==> src/rtl/ipaf_pkg.sv <==
// ----------------------------------------------------------------------------
// IPv4 address finder package
// Character codes, byte classes and sizes shared by the finder modules.
// ----------------------------------------------------------------------------
package ipaf_pkg;

    // Characters that the scanner recognizes.
    localparam logic [7:0] CHAR_ZERO = 8'h30;
    localparam logic [7:0] CHAR_NINE = 8'h39;
    localparam logic [7:0] CHAR_DOT  = 8'h2E;

    // Octet limits.
    localparam int unsigned OCTET_MAX   = 255;
    localparam int unsigned OCTET_CELLS = 3;
    localparam int unsigned RUN_DIGITS  = 3;

    // Widths of the run and link state.
    localparam int unsigned RUN_VALUE_BITS  = 10;
    localparam int unsigned RUN_LENGTH_BITS = 3;
    localparam int unsigned LINK_BITS       = $clog2(OCTET_CELLS + 1);

    // Widths of the result fields.
    localparam int unsigned ADDR_BITS   = 32;
    localparam int unsigned START_BITS  = 32;
    localparam int unsigned LENGTH_BITS = 4;

    // Class of one text byte.
    typedef enum logic [1:0] {
        CLS_START = 2'd0,
        CLS_DIGIT = 2'd1,
        CLS_DOT   = 2'd2,
        CLS_OTHER = 2'd3
    } byte_class_t;

    typedef logic [7:0] octet_t;

endpackage

==> src/rtl/ipaf_octet_cell.sv <==
// ----------------------------------------------------------------------------
// IPv4 address finder octet cell
// Holds one linked octet and hands it on to the next cell when a dot links
// a new octet into the candidate address.
// ----------------------------------------------------------------------------
module ipaf_octet_cell (
    input  logic            clk,
    input  logic            rst_n,
    input  logic            clear,
    input  logic            shift_en,
    input  ipaf_pkg::octet_t octet_in,
    output ipaf_pkg::octet_t octet_out
);

    ipaf_pkg::octet_t octet_reg;
    ipaf_pkg::octet_t octet_next;

    // Clear at end of text, otherwise take the neighbor's octet on a link.
    always_comb
    begin
        octet_next = octet_reg;
        if (clear)
        begin
            octet_next = '0;
        end
        else if (shift_en)
        begin
            octet_next = octet_in;
        end
    end

    always_ff @(posedge clk or negedge rst_n)
    begin
        if (!rst_n)
        begin
            octet_reg <= '0;
        end
        else
        begin
            octet_reg <= octet_next;
        end
    end

    assign octet_out = octet_reg;

endmodule

==> src/rtl/ipv4_address_finder_core.sv <==
// ----------------------------------------------------------------------------
// IPv4 address finder core
// Scans a byte stream and reports dotted-quad IPv4 addresses.
// ----------------------------------------------------------------------------
// Usage:
//   The input channel (in_valid, in_ready) carries one text byte per beat,
//   with end_of_text set on the final byte of each text. The output channel
//   (out_valid, out_ready) carries one beat per address found: the address,
//   the position of its first digit and the length of its text.
//   One byte is taken per cycle while in_ready is high. An address is reported
//   on the byte that ends it; the result goes to the output register, or to
//   the skid stage while the output stalls. The rate is set by the scanner
//   update of the run and link state; earlier octets move through a chain of
//   three octet cells, one cell per link, so no wide search stands in the path.
//   An output register and a one-beat skid stage follow the scanner, so a
//   new byte is taken while a result waits; in_ready drops only when both
//   hold results that the receiver has not taken.
//   Reset clears the position counter, the candidate and both output
//   stages. After a byte with end_of_text the scanner state returns to its
//   reset value and the next byte is at position zero.
// ----------------------------------------------------------------------------
module ipv4_address_finder_core #(
    parameter int unsigned POSITION_BITS = 32
) (
    input  logic        clk,
    input  logic        rst_n,
    input  logic        in_valid,
    output logic        in_ready,
    input  logic [7:0]  text_byte,
    input  logic        end_of_text,
    output logic        out_valid,
    input  logic        out_ready,
    output logic [31:0] address_value,
    output logic [31:0] start_position,
    output logic [3:0]  match_length
);

    localparam int unsigned CELLS = ipaf_pkg::OCTET_CELLS;
    localparam int unsigned RVB   = ipaf_pkg::RUN_VALUE_BITS;
    localparam int unsigned RLB   = ipaf_pkg::RUN_LENGTH_BITS;
    localparam int unsigned LB    = ipaf_pkg::LINK_BITS;
    localparam int unsigned AB    = ipaf_pkg::ADDR_BITS;
    localparam int unsigned SB    = ipaf_pkg::START_BITS;
    localparam int unsigned LENB  = ipaf_pkg::LENGTH_BITS;

    // Result beat as held in the output stages.
    typedef struct packed {
        logic [AB-1:0]   addr;
        logic [SB-1:0]   start;
        logic [LENB-1:0] length;
    } result_t;

    // Scanner state.
    logic [POSITION_BITS-1:0] pos_reg, pos_next;
    logic [RVB-1:0]           run_value_reg, run_value_next;
    logic [RLB-1:0]           run_length_reg, run_length_next;
    logic                     run_lz_reg, run_lz_next;
    logic [LB-1:0]            linked_reg, linked_next;
    logic [POSITION_BITS-1:0] cand_reg, cand_next;
    ipaf_pkg::byte_class_t    prev_cls_reg, prev_cls_next;

    // Output stages.
    logic    out_valid_reg, out_valid_next;
    result_t out_data_reg, out_data_next;
    logic    skid_valid_reg, skid_valid_next;
    result_t skid_data_reg, skid_data_next;

    // Octet cell chain.
    ipaf_pkg::octet_t cell_in  [CELLS];
    ipaf_pkg::octet_t cell_out [CELLS];
    logic             link_shift;

    logic                  accept;
    ipaf_pkg::byte_class_t cls;
    logic [3:0]            digit;
    logic                  emit;
    logic [3:0]            end_low;
    logic [RVB-1:0]        run_value_x10;
    result_t               new_result;

    // A run is a valid octet when it has one to three digits, stays within
    // range and has no leading zero on more than one digit.
    function automatic logic octet_ok(
        input logic [RVB-1:0] value,
        input logic [RLB-1:0] length,
        input logic           lz
    );
        logic ok;
        ok = (length >= RLB'(1)) && (length <= RLB'(ipaf_pkg::RUN_DIGITS));
        if (value > RVB'(ipaf_pkg::OCTET_MAX))
        begin
            ok = 1'b0;
        end
        if (lz && (length > RLB'(1)))
        begin
            ok = 1'b0;
        end
        return ok;
    endfunction

    assign in_ready = !skid_valid_reg;
    assign accept   = in_valid && in_ready;

    // Byte classification.
    always_comb
    begin
        if ((text_byte >= ipaf_pkg::CHAR_ZERO) && (text_byte <= ipaf_pkg::CHAR_NINE))
        begin
            cls = ipaf_pkg::CLS_DIGIT;
        end
        else if (text_byte == ipaf_pkg::CHAR_DOT)
        begin
            cls = ipaf_pkg::CLS_DOT;
        end
        else
        begin
            cls = ipaf_pkg::CLS_OTHER;
        end
    end

    assign digit         = 4'(text_byte - ipaf_pkg::CHAR_ZERO);
    assign run_value_x10 = (run_value_reg << 3) + (run_value_reg << 1) + RVB'(digit);

    // Scanner next-state logic for one accepted byte.
    always_comb
    begin
        run_value_next  = run_value_reg;
        run_length_next = run_length_reg;
        run_lz_next     = run_lz_reg;
        linked_next     = linked_reg;
        cand_next       = cand_reg;
        link_shift      = 1'b0;
        emit            = 1'b0;
        end_low         = pos_reg[3:0];

        if (cls == ipaf_pkg::CLS_DIGIT)
        begin
            if (prev_cls_reg != ipaf_pkg::CLS_DIGIT)
            begin
                if (prev_cls_reg != ipaf_pkg::CLS_DOT)
                begin
                    linked_next = '0;
                end
                if (linked_next == '0)
                begin
                    cand_next = pos_reg;
                end
                run_value_next  = RVB'(digit);
                run_length_next = RLB'(1);
                run_lz_next     = (digit == 4'd0);
            end
            else if (run_length_reg < RLB'(ipaf_pkg::RUN_DIGITS + 1))
            begin
                run_length_next = run_length_reg + RLB'(1);
                if (run_length_reg < RLB'(ipaf_pkg::RUN_DIGITS))
                begin
                    run_value_next = run_value_x10;
                end
            end
            // The final byte of the text may itself end an address.
            end_low = pos_reg[3:0] + 4'd1;
            if (end_of_text && (linked_next == LB'(CELLS)) &&
                octet_ok(run_value_next, run_length_next, run_lz_next))
            begin
                emit        = 1'b1;
                linked_next = '0;
            end
        end
        else
        begin
            if (prev_cls_reg == ipaf_pkg::CLS_DIGIT)
            begin
                if ((linked_reg == LB'(CELLS)) &&
                    octet_ok(run_value_reg, run_length_reg, run_lz_reg))
                begin
                    emit        = 1'b1;
                    linked_next = '0;
                end
                else if ((cls == ipaf_pkg::CLS_DOT) &&
                         octet_ok(run_value_reg, run_length_reg, run_lz_reg) &&
                         (linked_reg < LB'(CELLS)))
                begin
                    link_shift  = 1'b1;
                    linked_next = linked_reg + LB'(1);
                end
                else
                begin
                    linked_next = '0;
                end
            end
            else
            begin
                linked_next = '0;
            end
        end
    end

    assign prev_cls_next = cls;
    assign pos_next      = pos_reg + POSITION_BITS'(1);

    // Scanner registers; end of text returns them to reset.
    always_ff @(posedge clk or negedge rst_n)
    begin
        if (!rst_n)
        begin
            pos_reg        <= '0;
            run_value_reg  <= '0;
            run_length_reg <= '0;
            run_lz_reg     <= 1'b0;
            linked_reg     <= '0;
            cand_reg       <= '0;
            prev_cls_reg   <= ipaf_pkg::CLS_START;
        end
        else if (accept)
        begin
            if (end_of_text)
            begin
                pos_reg        <= '0;
                run_value_reg  <= '0;
                run_length_reg <= '0;
                run_lz_reg     <= 1'b0;
                linked_reg     <= '0;
                cand_reg       <= '0;
                prev_cls_reg   <= ipaf_pkg::CLS_START;
            end
            else
            begin
                pos_reg        <= pos_next;
                run_value_reg  <= run_value_next;
                run_length_reg <= run_length_next;
                run_lz_reg     <= run_lz_next;
                linked_reg     <= linked_next;
                cand_reg       <= cand_next;
                prev_cls_reg   <= prev_cls_next;
            end
        end
    end

    // Chain of octet cells: the newest octet enters cell 0, the oldest
    // octet sits in the last cell.
    for (genvar i = 0; i < CELLS; i++)
    begin : g_cell
        if (i == 0)
        begin : g_head
            assign cell_in[i] = run_value_reg[7:0];
        end
        else
        begin : g_link
            assign cell_in[i] = cell_out[i-1];
        end

        ipaf_octet_cell u_cell (
            .clk       (clk),
            .rst_n     (rst_n),
            .clear     (accept && end_of_text),
            .shift_en  (accept && link_shift),
            .octet_in  (cell_in[i]),
            .octet_out (cell_out[i])
        );
    end

    // Assemble the result: oldest octet in the top byte.
    always_comb
    begin
        new_result.addr = AB'(run_value_next[7:0]);
        for (int i = 0; i < CELLS; i++)
        begin
            new_result.addr[8*(i+1) +: 8] = cell_out[i];
        end
        new_result.start  = SB'(cand_next);
        new_result.length = end_low - cand_next[3:0];
    end

    // Output register with a one-beat skid stage behind it.
    always_comb
    begin
        out_valid_next  = out_valid_reg;
        out_data_next   = out_data_reg;
        skid_valid_next = skid_valid_reg;
        skid_data_next  = skid_data_reg;
        if (!out_valid_reg || out_ready)
        begin
            if (skid_valid_reg)
            begin
                out_valid_next  = 1'b1;
                out_data_next   = skid_data_reg;
                skid_valid_next = 1'b0;
            end
            else
            begin
                out_valid_next = accept && emit;
                out_data_next  = new_result;
            end
        end
        else if (accept && emit)
        begin
            skid_valid_next = 1'b1;
            skid_data_next  = new_result;
        end
    end

    always_ff @(posedge clk or negedge rst_n)
    begin
        if (!rst_n)
        begin
            out_valid_reg  <= 1'b0;
            skid_valid_reg <= 1'b0;
        end
        else
        begin
            out_valid_reg  <= out_valid_next;
            skid_valid_reg <= skid_valid_next;
        end
    end

    always_ff @(posedge clk)
    begin
        out_data_reg  <= out_data_next;
        skid_data_reg <= skid_data_next;
    end

    assign out_valid      = out_valid_reg;
    assign address_value  = out_data_reg.addr;
    assign start_position = out_data_reg.start;
    assign match_length   = out_data_reg.length;

endmodule

==> config.mk <==
export PLATFORM = sky130hd
export DESIGN_NAME = ipv4_address_finder_core
export DESIGN_NICKNAME = d
export VERILOG_FILES = /design/src/rtl/ipaf_pkg.sv /design/src/rtl/ipaf_octet_cell.sv /design/src/rtl/ipv4_address_finder_core.sv
export SDC_FILE = /design/constraint.sdc
export NUM_CORES = 1
export LEC_CHECK = 0
export BUFFER_PORTS_ARGS = -buffer_cell sky130_fd_sc_hd__buf_2
export CAP_MARGIN = 30
export CORE_MARGIN = 5
export CORE_UTILIZATION = 42
export CTS_BUF_LIST = sky130_fd_sc_hd__clkbuf_8 sky130_fd_sc_hd__clkbuf_16
export DETAILED_ROUTE_END_ITERATION = 7
export MAX_ROUTING_LAYER = met4
export PLACE_DENSITY = 0.65
export SLEW_MARGIN = 20
export SYNTH_ARGS = -nofsm -noshare
export SYNTH_HDL_FRONTEND = slang
export SYNTH_SLANG_ARGS = --single-unit
==> constraint.sdc <==
create_clock -name clk -period 20.8 [get_ports clk]
set_input_delay 2.08 -clock clk [delete_from_list [all_inputs] [get_ports clk]]
set_output_delay 2.08 -clock clk [all_outputs]
set_load 0.1 [all_outputs]
# [Word level (Yosys, flattened, before mapping)]
# Cells that the tools add are included.
[word_totals] in_bits=13 reg_bits=244
[op_classes] eq_ne=8 n_mux=63 magnitude_cmp=13 reduce_logical=24 bitwise=1 addsub=8
[op_table] operator="32-bit two-way mux" n=5
[op_table] operator="68-bit two-way mux" n=1
[op_table] operator="10-bit two-way mux" n=6
[op_table] operator="8-bit two-way mux" n=6
[op_table] operator="32-bit by 1-bit adder with 32-bit output, second input constant" n=1
[op_table] operator="1-bit two-way mux" n=26
[op_table] operator="2-bit two-way mux" n=13
[op_table] operator="10-bit by 8-bit greater-than comparator with 1-bit output, second input constant" n=2
[op_table] operator="3-bit two-way mux" n=5
[op_table] operator="1-bit logical AND" n=14
[op_table] operator="10-bit adder" n=1
[op_table] operator="10-bit by 4-bit adder with 10-bit output" n=1
[op_table] operator="8-bit by 6-bit equality test with 1-bit output, second input constant" n=1
[op_table] operator="8-bit by 6-bit greater-or-equal comparator with 1-bit output, second input constant" n=1
[op_table] operator="8-bit by 6-bit <= comparator with 1-bit output, second input constant" n=1
[op_table] operator="2-bit equality test, second input constant" n=3
[op_table] operator="3-bit by 1-bit greater-or-equal comparator with 1-bit output, second input constant" n=2
[op_table] operator="3-bit by 1-bit greater-than comparator with 1-bit output, second input constant" n=2
[op_table] operator="3-bit by 2-bit <= comparator with 1-bit output, second input constant" n=2
[op_table] operator="2-bit nonzero test" n=3
[op_table] operator="4-bit by 1-bit adder with 4-bit output, second input constant" n=1
[op_table] operator="2-bit by 1-bit equality test with 1-bit output, second input constant" n=2
[op_table] operator="4-bit logical NOT" n=1
[op_table] operator="4-bit two-way mux" n=1
[op_table] operator="14 further kinds" n=16

# [Longest topological paths before layout]
# Gate-level depths: netlist of the first run.
[logic_depth] ltp_word=19 depth_mapped=14 mapped_depth_nobuf=11

# [Cells and area by module]
# From an unflattened synthesis of the first run, not the netlist that was laid out.
[hier_totals] hier_cells=785 hier_area_um2=10751.6
[modules_own_cells] module="ipv4_address_finder_core" area_per_inst_um2=9775.6 seq_area_each_um2=6185.9 n_inst=1 cells_per_inst=707
[modules_own_cells] module="ipaf_octet_cell" area_per_inst_um2=325.3 seq_area_each_um2=200.2 n_inst=3 cells_per_inst=26

# [Least setup slack after synthesis of the first run]
# OpenSTA, ideal clock, no wires.
[synth_path] path_type="input port to flip-flop" startpoint="input text_byte[3]" endpoint="register skid_data_reg[0] (netlist bit) (enable)" path_stages=10 arrival_time_ns=8.954 required_ns=20.222 path_slack_ns=11.269 n_path_buf=0 setup_time_ns=0.578 path_cell_list="inv_1 > fa_1 > inv_1 > ha_1 > a211o_1 > a2111oi_0 > nor3_1 > a211oi_1 > a31oi_1 > nor3_1"
[synth_between] elab_chain_len=15
[synth_lines] element="start, declared" line="ipv4_address_finder_core.sv:29" text="input logic [7:0] text_byte,"
[synth_lines] element="4-bit by 1-bit subtractor with 4-bit output" line="ipv4_address_finder_core.sv:121" text="assign digit = 4'(text_byte - ipaf_pkg::CHAR_ZERO);"
[synth_lines] element="10-bit by 4-bit adder with 10-bit output" line="ipv4_address_finder_core.sv:122" text="assign run_value_x10 = (run_value_reg << 3) + (run_value_reg << 1) + RVB'(digit);"
[synth_lines] element="10-bit two-way mux" line="ipv4_address_finder_core.sv:155" text="if (run_length_reg < RLB'(ipaf_pkg::RUN_DIGITS))"
[synth_lines] element="10-bit two-way mux" line="ipv4_address_finder_core.sv:152" text="else if (run_length_reg < RLB'(ipaf_pkg::RUN_DIGITS + 1))"
[synth_lines] element="10-bit two-way mux" line="ipv4_address_finder_core.sv:138" text="if (prev_cls_reg != ipaf_pkg::CLS_DIGIT)"
[synth_lines] element="10-bit two-way mux" line="ipv4_address_finder_core.sv:136" text="if (cls == ipaf_pkg::CLS_DIGIT)"
[synth_lines] element="10-bit by 8-bit greater-than comparator with 1-bit output" line="ipv4_address_finder_core.sv:90" text="if (value > RVB'(ipaf_pkg::OCTET_MAX))"
[synth_lines] element="1-bit two-way mux" line="ipv4_address_finder_core.sv:90"
[synth_lines] element="1-bit two-way mux" line="ipv4_address_finder_core.sv:94" text="if (lz && (length > RLB'(1)))"
[synth_lines] element="1-bit two-way mux" line="ipv4_address_finder_core.sv:136"
[synth_lines] element="1-bit logical AND" line="ipv4_address_finder_core.sv:162" text="if (end_of_text && (linked_next == LB'(CELLS)) &&"
[synth_lines] element="1-bit two-way mux" line="ipv4_address_finder_core.sv:162"
[synth_lines] element="1-bit two-way mux (*)" line="ipv4_address_finder_core.sv:136"
[synth_lines] element="1-bit logical AND (*)" line="ipv4_address_finder_core.sv:295" text="else if (accept && emit)"
[synth_lines] element="2-bit AND reduction (no line) (*)"
[synth_lines] element="end signal, assigned" line="ipv4_address_finder_core.sv:319" text="skid_data_reg <= skid_data_next;"
[synth_lines] element="end, declared" line="ipv4_address_finder_core.sv:66" text="result_t skid_data_reg, skid_data_next;"
# Every way passes the cells marked *; elsewhere a longest branch is shown, timed or not. The select of a mux whose other input is x is not followed.
# A chain may end at the register's enable or synchronous reset.

# [Worst setup path after layout of the first run]
[layout_path] startpoint="input text_byte[3]" endpoint="register skid_data_reg[21] (netlist bit) (enable)"
# The elaborated chain is that of the path after synthesis.

==> results of run 1 <==
[synth_stat cells (6+ instances only)]
cell type and number:
clkbuf_1 21, nand3_1 14, buf_6 7, o21ai_0 32, mux2_2 95, edfxtp_1 136, buf_2 7, or3_1 12
dfrtp_1 108, a22o_1 61, xnor2_1 16, xor2_1 13, a21o_1 6, inv_1 26, nor3_1 12, a21oi_1 23
nor2_1 34, and3_1 8, nand2_1 47, nand4_1 7, ha_1 21
[report_power, final]
part	internal, uW	leakage, uW	switching [uW]
combinational	14.6	0.00211	40.6
sequential	513	0.00290	5.07
clock	254	0.000434	180
total	782	0.00544	226
[layout make-up]
| class | instances | area [um^2] | share of cell area [%] |
|---|---|---|---|
| clock buffers | 29 | 703 | 5.74 |
| well taps | 330 | 413 | 3.37 |
| repair buffers | 95 | 546 | 4.46 |
| inverters | 26 | 97.6 | 0.797 |
| clock inverters | 17 | 114 | 0.930 |
| multi-input cells | 461 | 3580 | 29.3 |
| flip-flops and latches | 244 | 6790 | 55.4 |
[per-stage QoR]
step	power, uW	util (%)	cells
finish	1010	48.8	1202
global route	1040	48.8	1202
CTS	1020	48.7	1201
detailed placement	583	45.5	1155
global placement	581	45.3	1153
floorplan	565	-	769
[metal layers]
layer	wire, um	vias to the layer above	global-route usage (%)
li1	-	3054	-
met1	9990	3146	21.3
met2	9700	127	23.5
met3	934	28	2.33
met4	296	0	3.40
met5	0	-	-
[how the worst max path moves through the flow]
stage | startpoint | to | slack, ns
6_report | text_byte[3] | skid_data_reg[21] | 15.19
5_1_grt | text_byte[3] | skid_data_reg[24] | 14.91
4_1_cts | text_byte[3] | skid_data_reg[24] | 15.25
3_5_place_dp | text_byte[3] | skid_data_reg[22] | 14.72
3_3_place_gp | text_byte[3] | skid_data_reg[18] | 14.82
2_1_floorplan | text_byte[3] | skid_data_reg[0] | 11.27
[cells in the final DEF, fill, tap and decap left out, types with 12 or more instances in the layout]
master and instances:
a21oi_1 23, a22o_1 61, buf_2 81, clkbuf_16 27
dfrtp_1 108, edfxtp_1 136, ha_1 21, inv_1 32
mux2_2 95, nand2_1 47, nand3_1 14, nor2_1 34
o21ai_0 32, or3_1 12, xnor2_1 16, xor2_1 13
[cells by family after synthesis]
family | Yosys count
AO/OA/AOI/OAI | 153
XOR/XNOR | 31
adder cells (fa/ha/maj) | 24
buffers and inverters | 64
flip-flops | 244
multiplexers | 96
AND/OR/NAND/NOR | 157
[critical path, delay by kind of cell]
kind,cells,cell delay [ns]
buf+inv,4,1.06
compound gates,4,1.45
simple gates,2,0.28
fa+ha+maj,2,0.84
==> flow_metrics.env, run 1 <==
export IMPL_hold_violations=0
export IMPL_timing_rr_start="run_value_reg[0]"
export IMPL_synth_top_cell_by_area="edfxtp_1"
export IMPL_synth_compound_area_share_pct=10.3
export IMPL_dieArea_um2=28700
export IMPL_core_rowCount=58
export IMPL_maxCapViolations=0
export IMPL_hold_buffers=0
export IMPL_stdcell_area_um2=12200
export IMPL_synth_edf_count=136
export IMPL_drc=0
export IMPL_cts_root_buf="clkbuf_16"
export IMPL_critPathKind="in -> reg"
export IMPL_cp_end_kind="register"
export IMPL_cts_resized=0
export IMPL_clk_pin_slew_ns=0.06
export IMPL_reg2reg_depth=11
export IMPL_dr_total_vias=6355
export IMPL_leakagePower_uw=0.00544
export IMPL_relSlewSlack_pct=36.7
export IMPL_critPathLaunchType="input port"
export IMPL_rsz0062_at_grt="false"
export IMPL_grt_max_degree=69
export IMPL_ios=83
export IMPL_timing_rr_end="skid_data_reg[21]"
export IMPL_fin_tns_setup_ns=0
export IMPL_slowest_delay_ns=0.78
export IMPL_wl_per_cell_um=17.4
export IMPL_io_buffers=82
export IMPL_core_area_um2=25100
export IMPL_yosys_area_share_xor_xnor_pct=2.75
export IMPL_min_from="g_cell[2].u_cell.octet_out[2]"
export IMPL_crit_fanout=68
export IMPL_cp_common_cell="inv_1"
export IMPL_synth_simple_area_share_pct=7.29
export IMPL_start_util_pct=42.5
export IMPL_cts_tree="built"
export IMPL_synth_main_ff_cell="edfxtp_1"
export IMPL_grt_pass1_vias=6558
export IMPL_synth_yosys_seq_area_share_pct=63.7
export IMPL_fin_nets=890
export IMPL_synthMuxAreaShare_pct=10.1
export IMPL_n_antenna_cell=0
export IMPL_arrival_ns=5.74
export IMPL_synth_top_area_share_pct=38.3
export IMPL_synth_area_top_cells="edfxtp_1 (38%), dfrtp_1 (25%), mux2_2 (10%)"
export IMPL_timing_fmax_mhz=178
export IMPL_status="completed"
export IMPL_ys_seq_elements=244
export IMPL_gr_total_overflow=0
export IMPL_dpl_cell_area_um2=11400
export IMPL_place_ws_ns=14.72
export IMPL_cts_buffers_inserted=25
export IMPL_synth_cells=769
export IMPL_cpMaxStageDelayCell="buf_4"
export IMPL_layout_worst_path_cycle_share_pct=27.0
export IMPL_critPathRequiredTime_ns=20.93
export IMPL_layout_drive_gt1_share_pct=27.4
export IMPL_fin_crit_ns=5.61
export IMPL_drv_slew=0
export IMPL_viasPerCell=5.29
export IMPL_largest_reg_flops=68
export IMPL_synthAdderAreaFrac_pct=3.03
export IMPL_syn_num_nets=806
export IMPL_drt_total_wl_mm=20.9
export IMPL_hold_slack_ns=0.480
export IMPL_clk_path_buf_depth=3
export IMPL_yosysWarnings=0
export IMPL_postSynthAreaPerCell_um2=13.9
export IMPL_cts_setup_buffers=0
export IMPL_drtIter0Drc=426
export IMPL_worstSkewPairLatency_ns=0.52
export IMPL_async_flop_share_pct=44.3
export IMPL_antenna_found_initial=0
export IMPL_grt_pass1_wl_mm=35.0
export IMPL_hp_class="reg -> reg"
export IMPL_cts_sinks=244
export IMPL_synth_top_family_by_area="compound AO/OA/AOI/OAI gates"
export IMPL_worst_slack_ns=15.19
export IMPL_setup_viol=0
export IMPL_power_per_cell_area_nw_per_um2=82.3
export IMPL_fp_dieH_um=169
export IMPL_gp_congestion=0.894
export IMPL_hold_path_end="skid_data_reg[62]"
export IMPL_skew_ns=0.0232
export IMPL_synthDistinctLibCells=58
export IMPL_worst_slew_pin_slew_ns=0.949
export IMPL_crit_path_cell_trace="buf_2 > inv_1 > fa_1 > inv_1 > ha_1 > a211o_1 > a2111oi_0 > nor3_1 > a211oi_1 > a31oi_1 > nor3_2 > buf_4"
export IMPL_grt_usage_pct=15.1
export IMPL_holdPathStages=0
export IMPL_h_tree_depth=1
export IMPL_firstDrtPassIters=5
export IMPL_areaGrowthSynthToFinish_pct=14.9
export IMPL_die_w_um=169
export IMPL_ant_nets=0
export IMPL_dp_hpwl_mm=13.3
export IMPL_reg2reg_slack_ns=16.41
export IMPL_peakVddDrop_v=0.0000337
export IMPL_fillers=2202
export IMPL_netlist_area_um2=10700
No activity file was read; power rests on OpenSTA's default activity.
==> inputs of run 2 (changes only) <==
--- a/config.mk
+++ b/config.mk
@@ -5,6 +5,7 @@
 export SDC_FILE = /design/constraint.sdc
 export NUM_CORES = 1
 export LEC_CHECK = 0
+export ABC_AREA = 1
 export BUFFER_PORTS_ARGS = -buffer_cell sky130_fd_sc_hd__buf_2
 export CAP_MARGIN = 30
 export CORE_MARGIN = 5
==> constraint.sdc (replaced) <==
create_clock -name clk -period 5.5 [get_ports clk]
set_input_delay 0.55 -clock clk [delete_from_list [all_inputs] [get_ports clk]]
set_output_delay 0.55 -clock clk [all_outputs]
set_load 0.1 [all_outputs]
==> run 2 against run 1 <==
Clock skew shrank 0.015 ns. Area after synthesis grew 4.7%. Sequential share of layout area down 2.0 points. Clock power rose to 4.1 times the previous value. Non-clock buffer count decreased by 7. Total power grew to 4.1 times the previous value. Critical path type is now reg -> reg.
==> flow_metrics.env, run 2 <==
export IMPL_status="completed"
export IMPL_drv_slew=0
export IMPL_largest_reg_flops=68
export IMPL_netlist_area_um2=11200
export IMPL_firstDrtPassIters=5
export IMPL_fin_crit_ns=3.64
export IMPL_synth_commonest_cells="nand2_1 (214), inv_1 (174), edfxtp_1 (136)"
export IMPL_fillers=2422
export IMPL_areaGrowthSynthToFinish_pct=13.8
export IMPL_finalNonFillerCells=1520
export IMPL_async_flop_share_pct=44.3
export IMPL_core_rowCount=59
export IMPL_clk_pin_slew_ns=0.06
export IMPL_gr_total_overflow=0
export IMPL_peakVddDrop_v=0.000194
export IMPL_worst_slack_ns=1.86
export IMPL_hold_slack_ns=0.0911
export IMPL_drc=0
export IMPL_io_buffers=82
export IMPL_cts_resized=0
export IMPL_ant_nets=0
export IMPL_crit_buf_inv=3
export IMPL_layout_worst_path_cycle_share_pct=66.1
export IMPL_drt_total_wl_mm=23.5
export IMPL_yosysWarnings=0
export IMPL_worstSkewPairLatency_ns=0.52
export IMPL_power_per_cell_area_nw_per_um2=326
export IMPL_cpMaxStageDelayCell="buf_4"
export IMPL_relSlewSlack_pct=36.1
export IMPL_rsz0062_at_grt="false"
export IMPL_h_tree_depth=1
export IMPL_utilization_pct=48.6
export IMPL_cts_tree="built"
export IMPL_setup_viol=0
export IMPL_critPathRequiredTime_ns=5.64
export IMPL_viasPerCell=4.99
export IMPL_skew_ns=0.00794
export IMPL_clk_path_buf_depth=3
export IMPL_arrival_ns=3.77
export IMPL_synthDistinctLibCells=51
export IMPL_hp_class="in -> async"
export IMPL_dp_cells=1474
export IMPL_slowest_delay_ns=0.73
export IMPL_grt_max_degree=99
export IMPL_grt_pass1_wl_mm=39.4
export IMPL_dr_total_vias=7591
export IMPL_wl_per_cell_um=15.5
export IMPL_layout_commonest_cell="nand2_1"
export IMPL_syn_num_nets=1129
export IMPL_synth_top_cell_by_area="edfxtp_1"
export IMPL_crit_path_cell_trace="inv_1 > fa_1 > inv_1 > fa_1 > nand2_1 > nand2_1 > nand3_1 > nand2_1 > nand2_1 > nand3_1 > a21oi_1 > nand3_1 > nand2_1 > nand2_1 > nor2_4 > buf_4"
export IMPL_gp_congestion=0.898
export IMPL_cts_root_buf="clkbuf_16"
export IMPL_critPathLaunchType="register"
export IMPL_synth_cells=1092
export IMPL_synth_main_ff_cell="edfxtp_1"
export IMPL_dp_hpwl_mm=15.6
export IMPL_synth_top_area_share_pct=36.6
export IMPL_timing_fmax_mhz=275
export IMPL_leakagePower_uw=0.00585
export IMPL_dieArea_um2=29900
export IMPL_cp_end_kind="register"
export IMPL_path_delay_family="adder cells"
export IMPL_grt_usage_pct=16.1
export IMPL_cts_setup_buffers=0
export IMPL_fin_tns_setup_ns=0
export IMPL_cp_common_cell="nand2_1"
export IMPL_synth_yosys_seq_area_share_pct=60.8
export IMPL_worst_slew_pin_slew_ns=0.958
export IMPL_fp_dieH_um=173
export IMPL_hold_violations=0
export IMPL_synth_area_top_cells="edfxtp_1 (37%), dfrtp_1 (24%), nand2_1 (7.2%)"
export IMPL_die_w_um=173
export IMPL_start_util_pct=42.7
export IMPL_antenna_found_initial=0
export IMPL_synth_edf_count=136
export IMPL_drtIter0Drc=629
export IMPL_layout_drive_gt1_share_pct=16.9
export IMPL_mostFrequentLayoutCells="nand2_1 (213), inv_1 (180), edfxtp_1 (136)"
export IMPL_cts_sinks=244
export IMPL_critPathKind="reg -> reg"
export IMPL_n_antenna_cell=0
export IMPL_hold_buffers=0
export IMPL_ys_seq_elements=244
export IMPL_cts_buffers_inserted=25
export IMPL_postSynthAreaPerCell_um2=10.2
export IMPL_place_ws_ns=1.59
export IMPL_crit_fanout=68
export IMPL_core_area_um2=26100
export IMPL_grt_pass1_vias=7494
export IMPL_ios=83
export IMPL_fin_nets=1203
export IMPL_yosysMostFrequentCell="nand2_1"
export IMPL_maxCapViolations=0
-- run 2: layout make-up --
type / count / area [um^2] / area share [%]
Sequential cell: 244 / 6790 / 53.4
Multi-Input combinational cell: 623 / 3480 / 27.4
Inverter: 184 / 696 / 5.48
Clock buffer: 28 / 667 / 5.25
Clock inverter: 18 / 195 / 1.54
Timing Repair Buffer: 88 / 458 / 3.60
Tap cell: 335 / 419 / 3.30
-- run 2: layer usage --
metal	track usage, %	routed length [um]
met1	22.8	11400
met2	25.0	10800
met3	2.18	1000
met4	3.99	280
met5	-	0
-- run 2: cell families after synthesis --
group,count (synthesis),share of synthesized area [%]
AOI/OAI and AO/OA,244,13.5
xor gates and xnor gates,5,0.392
adders and majority gates,24,2.89
buffers and inverters,225,8.14
DFF,244,60.8
and+or+nand+nor,350,14.3
-- run 2: per-stage QoR --
step | total power [uW] | instance area, um^2
2_1_floorplan | 2330 | 11200
3_3_place_gp | 2410 | 11800
3_5_place_dp | 2410 | 11800
4_1_cts | 4190 | 12700
5_1_grt | 4290 | 12700
6_report | 4140 | 12700
-- run 2: final timing paths --
kind	startpoint	to	slack, ns	cells after the start
max	run_value_reg[0]	skid_data_reg[19]	1.86	16
min	rst_n	g_cell[0].u_cell.octet_out[2]	0.09	1
max reg2reg	run_value_reg[0]	skid_data_reg[19]	1.86	16
min reg2reg	g_cell[0].u_cell.octet_out[3]	skid_data_reg[47]	0.45	0
max in group asynchronous	rst_n	skid_valid_reg	4.13	2
min in group clk	end_of_text	run_value_reg[7]	0.42	4
-- run 2: report_power, final --
part           internal [uW]  switching (uW)
logic                   71.0             316
clock network           1060             708
registers               1970            15.4
-- run 2: worst register-to-register path, stage by stage, from the launching register on --
cell and delay, ns:
dfrtp_1 0.36, inv_1 0.11, fa_1 0.51, inv_1 0.07, fa_1 0.44, nand2_1 0.10
nand2_1 0.07, nand3_1 0.08, nand2_1 0.05, nand2_1 0.06, nand3_1 0.08, a21oi_1 0.14
nand3_1 0.08, nand2_1 0.07, nand2_1 0.11, nor2_4 0.12, buf_4 0.73
